### config.mk
export PLATFORM = sky130hd
export DESIGN_NAME = kmc_div
export DESIGN_NICKNAME = d
export VERILOG_FILES = /design/src/rtl/kmc_pkg.sv /design/src/rtl/kmc_div.sv
export SDC_FILE = /design/constraint.sdc
export NUM_CORES = 1
export LEC_CHECK = 0
export ABC_CLOCK_PERIOD_IN_PS = 4300
export BUFFER_PORTS_ARGS = -buffer_cell sky130_fd_sc_hd__buf_2
export CAP_MARGIN = 40
export CELL_PAD_IN_SITES_DETAIL_PLACEMENT = 0
export CELL_PAD_IN_SITES_GLOBAL_PLACEMENT = 1
export CORE_UTILIZATION = 44
export CTS_CLUSTER_SIZE = 12
export DETAILED_ROUTE_END_ITERATION = 16
export GPL_TIMING_DRIVEN = 0
export PLACE_DENSITY_LB_ADDON = 0.1
export SYNTH_ARGS = -nofsm -noshare
export SYNTH_HDL_FRONTEND = slang
export SYNTH_SLANG_ARGS = --single-unit
export TNS_END_PERCENT = 50
### constraint.sdc
create_clock -name clk -period 4.3 [get_ports clk]
set_clock_uncertainty 0.1 [all_clocks]
set_input_delay 0.215 -clock clk [delete_from_list [all_inputs] [get_ports clk]]
set_output_delay 0.215 -clock clk [all_outputs]
set_load 0.02 [all_outputs]
### src/rtl/kmc_pkg.sv
`default_nettype none
package kmc_pkg;

  localparam int MAX_POINTS   = 4096;
  localparam int PTR_W        = $clog2(MAX_POINTS);
  localparam int CNT_W        = PTR_W + 1;
  localparam int MAX_CLUSTERS = 16;
  localparam int CL_W         = $clog2(MAX_CLUSTERS);
  localparam int K_W          = CL_W + 1;
  localparam int SUM_W        = 32 + CNT_W - 1;
  localparam int DIST_W       = 34;

  typedef enum logic [1:0] {
    OP_LOAD  = 2'd0,
    OP_RUN   = 2'd1,
    OP_QUERY = 2'd2,
    OP_CLEAR = 2'd3
  } op_t;

  typedef enum logic [1:0] {
    KIND_CENTROID = 2'd0,
    KIND_MEMBER   = 2'd1,
    KIND_ERROR    = 2'd2
  } kind_t;

  typedef enum logic [1:0] {
    ERR_NONE     = 2'd0,
    ERR_FEW      = 2'd1,
    ERR_FULL     = 2'd2,
    ERR_RANGE    = 2'd3
  } err_t;

  localparam logic [1:0] REG_CLUSTER_COUNT  = 2'd0;
  localparam logic [1:0] REG_MOVE_THRESHOLD = 2'd1;
  localparam logic [1:0] REG_MAX_ITERATIONS = 2'd2;

  localparam logic [4:0]  CLUSTER_COUNT_RST  = 5'd4;
  localparam logic [30:0] MOVE_THRESHOLD_RST = 31'd66;
  localparam logic [15:0] MAX_ITERATIONS_RST = 16'd100;

  typedef struct packed {
    logic [1:0]         result_kind;
    logic [CL_W-1:0]    cluster_index;
    logic signed [31:0] centroid_x;
    logic signed [31:0] centroid_y;
    logic signed [31:0] centroid_z;
    logic [CNT_W-1:0]   member_count;
    logic [30:0]        member_id;
    logic               converged;
    logic [15:0]        iterations_used;
    logic [1:0]         error_code;
    logic               last;
  } result_t;

endpackage
`default_nettype wire

### src/rtl/kmc_div.sv
`default_nettype none
// signed truncating divide, one quotient bit per cycle
module kmc_div import kmc_pkg::*; (
  input  wire logic                    clk,
  input  wire logic                    rst,
  input  wire logic                    start,
  input  wire logic signed [SUM_W-1:0] dividend,
  input  wire logic [CNT_W-1:0]        divisor,
  output logic                         done,
  output logic signed [31:0]           quotient
);

  localparam int STEP_W = $clog2(SUM_W + 1);

  logic              busy;
  logic [STEP_W-1:0] step;
  logic              neg;
  logic [SUM_W-1:0]  quo;
  logic [CNT_W:0]    rem;
  logic [CNT_W-1:0]  dvs;
  logic [CNT_W:0]    rem_sh;
  logic [SUM_W-1:0]  mag;
  logic [SUM_W-1:0]  signed_quo;

  assign rem_sh     = {rem[CNT_W-1:0], quo[SUM_W-1]};
  assign mag        = dividend[SUM_W-1] ? SUM_W'(-dividend) : SUM_W'(dividend);
  assign signed_quo = neg ? SUM_W'(-quo) : quo;

  always_ff @(posedge clk) begin
    if (rst) begin
      busy <= 1'b0;
      done <= 1'b0;
      step <= '0;
    end else begin
      done <= 1'b0;
      if (start) begin
        busy <= 1'b1;
        step <= '0;
        neg  <= dividend[SUM_W-1];
        quo  <= mag;
        rem  <= '0;
        dvs  <= divisor;
      end else if (busy) begin
        if (rem_sh >= {1'b0, dvs}) begin
          rem <= rem_sh - {1'b0, dvs};
          quo <= {quo[SUM_W-2:0], 1'b1};
        end else begin
          rem <= rem_sh;
          quo <= {quo[SUM_W-2:0], 1'b0};
        end
        step <= step + 1'b1;
        if (step == STEP_W'(SUM_W - 1)) begin
          busy <= 1'b0;
          done <= 1'b1;
        end
      end
    end
  end

  // mean of 32-bit values always fits 32 bits
  assign quotient = signed_quo[31:0];

endmodule
`default_nettype wire

==> results.json, run 1 <==
{
  "ys.flop_type": "edfxtp_1",
  "slowest_delay_ns": 0.64,
  "outcome": "completed",
  "start_kind": "flop",
  "synth_top_cells_by_area": "edfxtp_1, xor2_1, xnor2_1, nor2_1, a21oi_1",
  "clk_latency_ns": 0.34,
  "area_growth_pct": 21.7,
  "dpl_worst_slack_ns": 1.40,
  "rsz0062_at_grt": "false",
  "port_buffers": 90,
  "synth_top_area_share": 0.389,
  "fp.dieW_um": 114,
  "slew_violations": 0,
  "fin_crit_ns": 3.25,
  "wl_um": 14000,
  "p_total_mw": 2.33,
  "initial_core_util": 0.454,
  "gp_congestion": 0.845,
  "final_cell_mix": "buf_2, nor2_1, edfxtp_1, a21oi_1, xor2_1",
  "avgSynthCellArea_um2": 9.63,
  "antenna_left": 0,
  "fin_cells": 860,
  "syn_nets": 646,
  "avgViaCountPerCell": 5.44,
  "gr-usage-all-layers": 0.223,
  "tightestPinTransition_ns": 0.835,
  "crit_chain": "inv_1 > ha_1 > nand2b_1 > nand2b_1 > or4_1 > nand3b_1 > o41ai_2 > xnor2_1 > buf_2",
  "crit_arrival_ns": 2.93,
  "vias": 4676,
  "synth_seq_cells": 79,
  "max_cap_violations": 0,
  "setup_violations": 0,
  "h-tree-depth": 3,
  "grt_pass1_wl_um": 22400,
  "cts_buffer_depth": 2,
  "ioPinCount": 93,
  "cp_top_family": "simple AND/OR/NAND/NOR gates",
  "fmax_mhz": 308,
  "slew_headroom": 0.439,
  "p_leak_nw": 2.56,
  "finalHoldViolations": 0,
  "crit_type": "reg -> out",
  "row_count": 40,
  "cts_root_buf": "clkbuf_16",
  "yosys_warnings": 0,
  "wl_per_cell_um": 16.2,
  "drive_gt1_frac": 0.201,
  "cts_tree": "built",
  "async_flop_share": 0,
  "p_per_area_nw_per_um2": 349,
  "dp_hpwl_um": 10300,
  "placed_cells": 830,
  "cp-end-kind": "primary output",
  "first_pass_iters": 4,
  "core_area_um2": 12100,
  "final_common_cell": "buf_2",
  "cts.sinks": 79,
  "period_share": 0.755,
  "rrSetupSlack_ns": 1.45,
  "fp.dieArea_um2": 12900,
  "critical_path_buf_inv_count": 2,
  "cts_buffers": 9,
  "grt_max_degree": 28,
  "grt.overflow.total": 0,
  "worstPathMaxFanout": 5,
  "nets": 764,
  "finalWorstSetupSlack_ns": 1.05,
  "synth_top_cell_by_area": "edfxtp_1",
  "hold_class": "in -> reg",
  "path_common_cell": "nand2b_1",
  "drt_iter0_drc": 268,
  "grt_pass1_vias": 4371,
  "die_h_um": 114,
  "synth_edf_count": 71,
  "cts-resized-gates": 0,
  "remaining_drc_errors": 0,
  "holdWs_ns": 0.0425,
  "ys_types": 56,
  "cp_slowest_cell": "or4_1",
  "synth_area_um2": 5480,
  "ys_seq_area_frac": 0.418,
  "antenna_found_initial": 0,
  "path_clk_slew_ns": 0.06,
  "synthCells": 569,
  "cp.required_ns": 3.98,
  "antennaDiodeCount": 0,
  "peakVddDrop_mv": 0.169
}
[where the power goes]
group	total (mW)	internal (mW)	switching, mW
registers	0.955	0.912	0.0431
logic	0.567	0.237	0.330
clock network	0.807	0.498	0.308
[per-stage QoR]
step	util	TNS, ns	instance area (um^2)
2_1_floorplan	-	0	5480
3_3_place_gp	0.509	-52.81	6140
3_5_place_dp	0.514	0	6200
4_1_cts	0.553	0	6670
5_1_grt	0.553	0	6670
6_report	0.553	0	6670
[kinds of logic (layout without fill, tap and decap cells)]
family / Yosys count / in the layout / synth area share
compound gates: 143 / 143 / 0.169
xor+xnor: 80 / 80 / 0.128
fa+ha+maj: 17 / 17 / 0.0402
buf+inv: 50 / 173 / 0.0441
flops: 79 / 79 / 0.418
mux: 12 / 12 / 0.0224
simple gates: 188 / 188 / 0.178
[layer usage]
metal,track usage,share of wire
met1,0.326,0.50
met2,0.348,0.44
met3,0.0292,0.048
met4,0.0605,0.011
met5,0,0
[synthesized netlist by cell type (11+ instances only)]
| cell | number |
|---|---|
| a21oi_1 | 54 |
| clkbuf_1 | 16 |
| edfxtp_1 | 71 |
| ha_1 | 16 |
| inv_1 | 23 |
| nand2_1 | 32 |
| nor2_1 | 73 |
| o21ai_0 | 30 |
| o31ai_1 | 18 |
| or4_1 | 11 |
| xnor2_1 | 37 |
| xor2_1 | 43 |
[state kept, by name (all words and copies together) (netlist names)]
register,cells
dvs,13
step,6
neg,1
quo,44
rem,13
busy,1
done,1
[cell type report]
| type | instances | area (um^2) |
|---|---|---|
| Fill cell | 1126 | 5390 |
| Sequential cell | 79 | 2290 |
| Multi-Input combinational cell | 440 | 2960 |
| Inverter | 24 | 90.1 |
| Clock buffer | 14 | 308 |
| Buffer | 26 | 151 |
| Timing Repair Buffer | 107 | 646 |
| Clock inverter | 2 | 16.3 |
| Tap cell | 168 | 210 |
[worst paths after layout]
| check | start | endpoint | cells past startpoint |
|---|---|---|---|
| max reg2reg | rem[7] | rem[10] | 9 |
| max | quo[0] | quotient[30] | 9 |
| min reg2reg | step[5] | step[5] | 2 |
| min | rst | busy | 2 |
[repair_timing]
action | in CTS | in global routing
hold buffers | 14 | 0
hold endpoints to repair | 14 | 0
setup buffers | 0 | 0
No activity file was read; power rests on OpenSTA's default activity.
==> run 2: changes to the inputs <==
Settings changed: ABC_CLOCK_PERIOD_IN_PS 4300 to 3200.
Clock period 4.3 ns to 3.2 ns, I/O delays scaled along.
==> run 2 against run 1 <==
Compared with the run above: routed wire length is 1.4% higher; critical path depth down 3; register-to-register slack got worse by 1.1 ns; non-clock buffer count grew 6; sequential share of layout area fell by 0.53 points; critical path type unchanged; critical endpoint unchanged; largest power group unchanged.
==> results.json, run 2 (synthesis gave the netlist of run 1 again) <==
{
  "outcome": "completed",
  "gr-usage-all-layers": 0.228,
  "rrSetupSlack_ns": 0.33,
  "antennaDiodeCount": 0,
  "initial_core_util": 0.454,
  "vias": 4762,
  "crit_chain": "or4_4 > or4_4 > nand3b_1 > o41ai_2 > xnor2_1 > buf_4",
  "fp.dieArea_um2": 12900,
  "fill_cells": 1103,
  "peakVddDrop_mv": 0.237,
  "row_count": 40,
  "dp_hpwl_um": 10400,
  "p_per_area_nw_per_um2": 467,
  "die_h_um": 114,
  "endpoint": "quotient[30]",
  "grt_pass1_wl_um": 22600,
  "final_cell_mix": "buf_2, nor2_1, edfxtp_1, a21oi_1, xor2_1",
  "r2r_cells": 9,
  "p_total_mw": 3.16,
  "h-tree-depth": 3,
  "critical_path_buf_inv_count": 1,
  "r2r-end": "rem[10]",
  "largest_register_ffs": 44,
  "cts_buffer_depth": 2,
  "area_growth_pct": 23.6,
  "hold_class": "in -> reg",
  "fp.dieW_um": 114,
  "path_depth": 6,
  "grt_max_degree": 28,
  "fin_crit_ns": 3.12,
  "nets": 770,
  "slowest_delay_ns": 0.58,
  "cp_top_family": "simple AND/OR/NAND/NOR gates",
  "fmax_mhz": 320,
  "max_cap_violations": 0,
  "antenna_left": 0,
  "first_pass_iters": 5,
  "clk_latency_ns": 0.34,
  "wl_um": 14100,
  "crit_arrival_ns": 2.86,
  "grt.overflow.total": 0,
  "path_common_cell": "or4_4",
  "antenna_found_initial": 0,
  "crit_type": "reg -> out",
  "final_common_cell": "buf_2",
  "fin_util": 0.562,
  "slew_violations": 0,
  "cts_root_buf": "clkbuf_16",
  "period_share": 0.977,
  "cp_slowest_cell": "or4_4",
  "core_area_um2": 12100,
  "cts_tree": "built",
  "regToRegStartpoint": "rem[7]",
  "remaining_drc_errors": 0,
  "wl_per_cell_um": 16.3,
  "crit_start": "quo[9]",
  "ioPinCount": 93,
  "slew_headroom": 0.455,
  "start_kind": "flop",
  "largest_register": "quo",
  "holdPathStages": 3,
  "tightestPinTransition_ns": 0.811,
  "p_leak_nw": 2.61,
  "cp.required_ns": 2.94,
  "cts.sinks": 79,
  "cp-end-kind": "primary output",
  "finalHoldViolations": 0,
  "reg_top3": "quo x44, dvs x13, rem x13",
  "setup_violations": 0,
  "drt_iter0_drc": 298,
  "avgViaCountPerCell": 5.50,
  "grt_pass1_vias": 4472,
  "fin_cells": 866,
  "cts_buffers": 9,
  "port_buffers": 90,
  "drive_gt1_frac": 0.218,
  "holdWs_ns": 0.120,
  "gp_congestion": 0.850,
  "placed_cells": 830,
  "worstPathMaxFanout": 5,
  "path_clk_slew_ns": 0.06
}
==> run 2: cell types whose count changed in the layout (fill, tap and decap cells not counted), moves of 2 or more <==
cell,change
inv_4,+2
nor4_1,-3
buf_4,+6
nor4_2,+2
or4_4,+2
or4_1,-2
==> run 2: worst register-to-register path: stages, from the launching register on <==
cell,delay (ns)
edfxtp_1,0.41
ha_1,0.32
clkbuf_1,0.30
nand4_1,0.20
nor4_1,0.30
o31ai_1,0.13
nand4_1,0.16
clkbuf_1,0.40
o211ai_1,0.20
a21oi_1,0.20
==> run 2: area by class of cell <==
class / count / area [um^2] / area share
Buffer: 26 / 151 / 0.0224
Sequential cell: 79 / 2290 / 0.338
Timing Repair Buffer: 113 / 696 / 0.103
Clock buffer: 14 / 318 / 0.0469
Tap cell: 168 / 210 / 0.0310
Clock inverter: 2 / 12.5 / 0.00185
Multi-Input combinational cell: 440 / 3000 / 0.443
Inverter: 24 / 90.1 / 0.0133
==> run 2: timing repair <==
item,in CTS,in global routing
gates resized for setup,0,9
hold endpoints to repair,15,0
hold buffers,15,0
endpoints found under the setup margin,0,9
buffers inserted,0,5
==> run 2: worst min-delay path by stage <==
stage | from | end
floorplan | rst | busy
global placement | divisor[7] | dvs[7]
detailed placement | divisor[6] | dvs[6]
CTS | dividend[0] | quo[0]
global route | dividend[0] | quo[0]
finish | dividend[0] | quo[0]
==> run 2: stage by stage <==
step | setup slack [ns] | cell area (um^2) | TNS [ns]
after CTS | 0.00494 | 6690 | 0
after global placement | -0.589 | 6140 | -33.35
after floorplan | 0.510 | 5480 | 0
after detailed placement | 0.286 | 6200 | 0
after global routing | -0.00496 | 6770 | -0.00496
final | 0.0750 | 6770 | 0
==> run 2: per-layer routing <==
metal  part of all wire  track usage  vias up  wire (um)
li1                   -            -     2355          -
met5                  0            0        -          0
met2               0.46        0.359      118       6470
met1               0.48        0.324     2277       6800
met4              0.014       0.0798        0        194
met3              0.048       0.0303       12        685
==> run 2: power breakdown <==
group | switching, mW | total, mW | internal, mW | leakage (nW)
clock network | 0.412 | 1.10 | 0.690 | 0.165
registers | 0.0608 | 1.29 | 1.23 | 0.736
logic | 0.449 | 0.776 | 0.327 | 1.71
total | 0.922 | 3.16 | 2.24 | 2.61
